`config.mk`:
```
export PLATFORM = sky130hd
export DESIGN_NAME = hta_isqrt
export DESIGN_NICKNAME = d
export VERILOG_FILES = /design/src/hw/rtl/hta_pkg.sv /design/src/hw/rtl/hta_isqrt.sv
export SDC_FILE = /design/constraint.sdc
export NUM_CORES = 2
export LEC_CHECK = 0
export BUFFER_PORTS_ARGS = -buffer_cell sky130_fd_sc_hd__buf_4
export CAP_MARGIN = 20
export CORE_MARGIN = 8
export CORE_UTILIZATION = 60
export DETAILED_ROUTE_END_ITERATION = 10
export HOLD_SLACK_MARGIN = 0.12
export PLACE_DENSITY = 0.74
export SYNTH_ARGS = -nofsm -noshare
export SYNTH_HDL_FRONTEND = slang
export SYNTH_SLANG_ARGS = --single-unit
export TNS_END_PERCENT = 100
```
`constraint.sdc`:
```
create_clock -name clk -period 4.7 [get_ports clk]
set_input_delay 0.47 -clock clk [delete_from_list [all_inputs] [get_ports clk]]
set_output_delay 0.47 -clock clk [all_outputs]
set_load 0.02 [all_outputs]
```
`src/hw/rtl/hta_pkg.sv`:
```
`timescale 1ns / 1ps
// ----------------------------------------------------------------------------
// hta_pkg: shared types and constants for the Heron triangle area pipeline
// Holds the result width and the stage control bundle used by the root units.
// ----------------------------------------------------------------------------
package hta_pkg;

  // width of the area result port
  localparam int OUT_W = 39;

  // per-stage control: advance strobe and the valid bit of the word entering
  typedef struct packed {
    logic adv;
    logic vld;
  } hta_ctl_t;

endpackage

```
`src/hw/rtl/hta_isqrt.sv`:
```
`timescale 1ns / 1ps
// ----------------------------------------------------------------------------
// hta_isqrt: pipelined floor square root
// Digit-by-digit restoring root, one result bit per register stage.
// One radicand accepted per advancing cycle.
// ----------------------------------------------------------------------------
module hta_isqrt #(
  parameter int RAD_W = 50
) (
  input  logic                   clk,
  input  logic                   rst_n,
  input  hta_pkg::hta_ctl_t      ctl,
  input  logic [RAD_W-1:0]       rad,
  output logic [RAD_W/2-1:0]     root,
  output logic                   root_vld
);

  localparam int K = RAD_W / 2;

  logic [RAD_W-1:0] rad_r  [K-1];
  logic [K:0]       rem_r  [K-1];
  logic [K-1:0]     root_r [K];
  logic             vld_r  [K];

  for (genvar g = 0; g < K; g++) begin : g_stage
    logic [RAD_W-1:0] rad_in;
    logic [K:0]       rem_in;
    logic [K-1:0]     root_in;
    logic             vld_in;
    logic [K+2:0]     rem_t;
    logic [K+2:0]     trial;
    logic [K+2:0]     diff;
    logic             ge;

    if (g == 0) begin : g_first
      assign rad_in  = rad;
      assign rem_in  = '0;
      assign root_in = '0;
      assign vld_in  = ctl.vld;
    end else begin : g_next
      assign rad_in  = rad_r[g-1];
      assign rem_in  = rem_r[g-1];
      assign root_in = root_r[g-1];
      assign vld_in  = vld_r[g-1];
    end

    assign rem_t = {rem_in, rad_in[RAD_W-1 -: 2]};
    assign trial = {1'b0, root_in, 2'b01};
    assign diff  = rem_t - trial;
    assign ge    = (rem_t >= trial);

    always_ff @(posedge clk) begin
      if (!rst_n) begin
        vld_r[g] <= 1'b0;
      end else if (ctl.adv) begin
        vld_r[g] <= vld_in;
      end
    end

    always_ff @(posedge clk) begin
      if (ctl.adv) begin
        root_r[g] <= {root_in[K-2:0], ge};
      end
    end

    if (g < K - 1) begin : g_carry
      always_ff @(posedge clk) begin
        if (ctl.adv) begin
          rad_r[g] <= {rad_in[RAD_W-3:0], 2'b00};
          rem_r[g] <= ge ? diff[K:0] : rem_t[K:0];
        end
      end
    end
  end

  assign root     = root_r[K-1];
  assign root_vld = vld_r[K-1];

endmodule

```
-- Word-level counts from Yosys, hierarchy flattened
Memories as Yosys holds them, arrays and structs flattened.
Index checks and enable logic that the tools add are counted.
- bits in read-only memories: 0
- logic and storage cells: 132
- memories kept: 4
- input port bits: 54
- bits in latches: 0
- RAM bits: 2426
- register bits: 0
- output and inout port bits: 26
- memory list (name ; depth ; width ; read ports ; clocked after memory_dff ; write ports ; RTL line ; source):
    rad_r ; 24 ; 48 ; 24 ; 0 ; 24 ; hta_isqrt.sv:20 ; logic [RAD_W-1:0] rad_r [K-1];
    root_r ; 25 ; 25 ; 25 ; 0 ; 25 ; hta_isqrt.sv:22 ; logic [K-1:0] root_r [K];
    rem_r ; 24 ; 26 ; 24 ; 0 ; 24 ; hta_isqrt.sv:21 ; logic [K:0] rem_r [K-1];
    vld_r ; 25 ; 1 ; 25 ; 0 ; 25 ; hta_isqrt.sv:23 ; logic vld_r [K];
- shift-type cells: 0
- div/mod/pow operators: 0
- reductions and logical operators: 0
- $add $sub $neg: 24
- eq/ne operators: 0
- multiplexer cells: 54
- magnitude comparators: 25
- bitwise logic cells: 25
- multipliers: 0
- operator list (kind ; count):
    $ge A28 B27 Y1 ; 24
    $mux W26 ; 24
    $sub A26 B26 Y26 ; 23
    $mux W1 ; 30
    $or A1 B1 Y1 ; 25
    $sub A2 B1 Y3 const B ; 1
    $ge A2 B1 Y1 const B ; 1

-- Longest topological paths before layout
- word-level depth: 4
- mapped depth: 13
- depth with buffers taken out: 12

-- Worst setup path before layout
No wires, ideal clock.
- path kind: reg-to-reg
- start: memory rem_r[0][166] in the netlist's numbering
- end: memory rem_r[0][195] in the netlist's numbering (data pin)
- cell stages (with the launch flop): 11
- path slack: 1.206 ns
- clock period less this slack: 3.494 ns
- arrival time: 3.223 ns
- library setup time: 0.271 ns
- buffers on the path: 1
- data required time: 4.429 ns
- cell sequence: edfxtp_1 -> or4_1 -> or4_1 -> or3_1 -> or3_4 -> or4_4 -> nand4bb_1 -> buf_6 -> o211ai_4 -> nor4_1 -> xor2_1
- RTL lines (what ; RTL line):
    start, declared ; hta_isqrt.sv:21

==> results.md <==
* Outcome: complete, no violations
* Register area share after synthesis at 65.3%
* Final global-route overflow total at 0
* Avg WL per Cell at 17.4 um
* I/O pin count at 80
* Vias at 41600
* Filler cells at 8227
* Post CTS Setup Buffer Count at 0
* R2R Setup Slk at 0.91 ns
* Seq pwr share at 49.1%
* Buffers on Ports at 79
* Max-slew violation count at 0
* Area contributors post-synth: edfxtp_1 (65%), ha_1 (6.2%), xnor2_1 (3.1%)
* Grt met3 use at 3.49%
* HPWL Detailed at 86900 um
* Syn nets at 5773
* Post-synthesis mux area share at 0.824%
* Ys Warns at 0
* Post-synth top area cell: edfxtp_1
* Syn-to-layout area delta at 11.8%
* Remaining antenna violation count after routing at 0
* Worst hold slack at 0.226 ns
* Worst-skew pair later-pin latency at 0.76 ns
* Final worst-path cycle share at 80.6%
* Die Area at 0.129 mm^2
* Pwr Density at 470 mW/mm^2
* Actual slew at the worst max-slew pin at 1.11 ns
* Max clock buf depth at 3
* N_diodes at 0
* WHS Path Cells at 1
* Multi-input logic area at 0.0226 mm^2
* Placer Congestion at 0.917
* Initial antenna violation count at 0
* Static Leak at 30.6 nW
* DRC violations left at 0
* Hold Path Class: input pin to flop
* Top Usage Layer GRT: met2
* GR Layer Usage met2 at 30.7%
* CTS Sinks at 1539
* Mean post-synth cell area at 13.2 um^2
* RSZ-0062 raised after global routing: no
* Sw Share at 26.6%
* Yosys reg bits at 1539
* First drt pass iteration count at 6
* Critical path fanouts, max at 36
* # hold bufs at CTS at 53
* DP Area at 0.0733 mm^2
* Fin crit period at 3.79 ns
* Hold Fails Final Rpt at 0
* Number of global-route vias before repair at 40200
* Max Cap Viol at 0
* Die H at 359 um
* Top cell type's share of synthesized area at 65.3%
* Clk_skew at 0.0295 ns
* Critical Path RT at 5.18 ns
* Reg clk slew, reported paths at 0.06 ns
* Pin count of the biggest net entering global routing at 190
* Design area at 0.0791 mm^2
* Global-route wire length before repair at 203000 um
* Routed wire length at 126000 um
* Clock Power Share at 32.9%
* Critical path class: flop to flop
* Htree depth at 4
* Layout cell share with drive strength beyond 1 at 6.84%
* Die W at 359 um
* Rel. slew slack at 26.1%
* Clock Tree Root: clkbuf_16
* Resize count post-CTS at 0
* Fraction of the mapped netlist area in simple logic gates at 9.64%
* GRT Total Usage at 19.1%
* Post-synthesis xor/xnor area fraction at 5.81%
* Gate power share at 18.0%
* Largest family of logic cells by synthesized area: simple AND/OR/NAND/NOR gates
* Met1 Track Usage GR at 25.9%
* Crit path launch type: flop
* Row cnt at 126
* Synth Area in Compound Gates at 9.32%
* Final setup fails at 0
* CTS tree: built
* Crit end category: flop
* Num CTS Buffers at 159
* Starting Density at 60.2%
* Fraction of the mapped netlist area in adder cells at 6.23%
* Post-synth EDFFs at 1538
* Worst r2r path cells at 10
* Synthesized cell area at 0.0707 mm^2
* Yosys cell types at 82
* DR iter-0 viols at 3554
* Worst VDD drop at 0.000400 V
* Seq. cell area at 0.0462 mm^2
* Final-stage net count at 6006
* Worst Path Arrival at 4.27 ns
* Asr flop ratio synth at 0%
* Net Switching at 9.89 mW
* Setup TNS at 0 ns
* Core ar. at 0.117 mm^2
* Main synth FF type: edfxtp_1
* Post-Syn Instances at 5367
* Total power at 37.2 mW
* Achievable Freq at 264 MHz
* Int Power at 27.3 mW
* Vias per cell at 5.73
## stage by stage
stage | cells | setup slack (ns) | util (%)
floorplan | 5367 | 1.21 | -
global placement | 6920 | 0.895 | 62.4
detailed placement | 6920 | 0.928 | 62.4
CTS | 7263 | 0.912 | 67.3
global route | 7265 | 0.660 | 67.3
finish | 7265 | 0.910 | 67.3
## cell families after synthesis
kind of cell	Yosys count
other cells	1
mux	53
compound gates	1058
fa+ha+maj	352
flops	1539
simple gates	1361
xor+xnor	469
buf+inv	534
## Yosys cell counts (8+ instances only)
cell type / n
or3_1: 46
nor4_1: 71
nor2_1: 321
nor3b_1: 10
xor2_1: 222
a211oi_1: 28
and3_1: 56
mux2_1: 29
nand4_1: 56
mux2_2: 13
nand3b_1: 13
nand2_1: 316
o31ai_1: 35
o21ai_1: 125
mux2i_1: 11
a21oi_1: 337
nand2b_1: 71
o31a_1: 8
clkbuf_1: 91
o21a_1: 79
a31oi_1: 30
a21o_1: 129
nand3_1: 81
nand4b_1: 9
a41oi_1: 8
a211o_1: 14
inv_1: 426
edfxtp_1: 1538
or2_1: 14
a221oi_1: 10
or4_1: 30
inv_2: 10
o41ai_1: 8
o21bai_1: 26
nor3_1: 146
xnor2_1: 247
o21ai_0: 127
a2111oi_0: 9
nor2b_1: 62
or2_2: 17
o211ai_1: 19
o2111ai_1: 8
and2_1: 15
ha_1: 352
a21boi_0: 10
## layer usage
layer	share of wire [%]	wire length, um
met5	0	0
met4	3.3	4170
met3	5.8	7380
met2	46	58200
met1	45	56700
## cell type report
cell class | count | share of cell area [%]
Clock buffer | 202 | 5.29
Multi-Input combinational cell | 3294 | 28.5
Clock inverter | 88 | 1.26
Timing Repair Buffer | 170 | 1.98
Inverter | 436 | 2.07
Sequential cell | 1539 | 58.4
Tap cell | 1536 | 2.43
## worst max-delay path, stage by stage (launching register included)
cell	delay (ns)
edfxtp_1	0.41
ha_1	0.38
nor2b_1	0.16
o21a_1	0.19
a311o_1	0.41
a221o_1	0.42
a31oi_1	0.26
a31oi_1	0.27
o21ai_2	0.45
buf_4	0.41
o31ai_1	0.14
## state kept, by name, summed over array words and instances, names as in the netlist
name / flops
rem_r: 589
vld_r: 25
root_r: 325
rad_r: 600
## placed cells by master (no fill, tap or decap), types with 127 or more instances in the layout
master | netlist | routed
nor2_1 | 321 | 321
clkbuf_16 | 0 | 161
xor2_1 | 222 | 222
edfxtp_1 | 1538 | 1538
inv_1 | 426 | 426
nor3_1 | 146 | 145
a21o_1 | 129 | 129
xnor2_1 | 247 | 247
a21oi_1 | 337 | 337
ha_1 | 352 | 352
o21ai_0 | 127 | 127
nand2_1 | 316 | 316
## worst paths after layout
path	endpoint	startpoint
worst min-delay path	rad_r[0][274]$_DFFE_PP_	ctl[1]
worst min register to register	rad_r[1][34]$_DFFE_PP_	rad_r[0][368]$_DFFE_PP_
worst max register to register	rem_r[2][111]$_DFFE_PP_	rem_r[2][78]$_DFFE_PP_
worst max-delay path	rem_r[2][111]$_DFFE_PP_	rem_r[2][78]$_DFFE_PP_
## power groups by stage
stage / logic, mW / clock network (mW) / registers, mW
floorplan: 5.06 / 0 / 18.1
global placement: 6.43 / 0 / 18.5
detailed placement: 6.58 / 0 / 18.5
CTS: 6.68 / 12.6 / 18.2
global route: 7.50 / 13.1 / 18.4
finish: 6.71 / 12.2 / 18.2
Power figures use the tool's default switching activity.
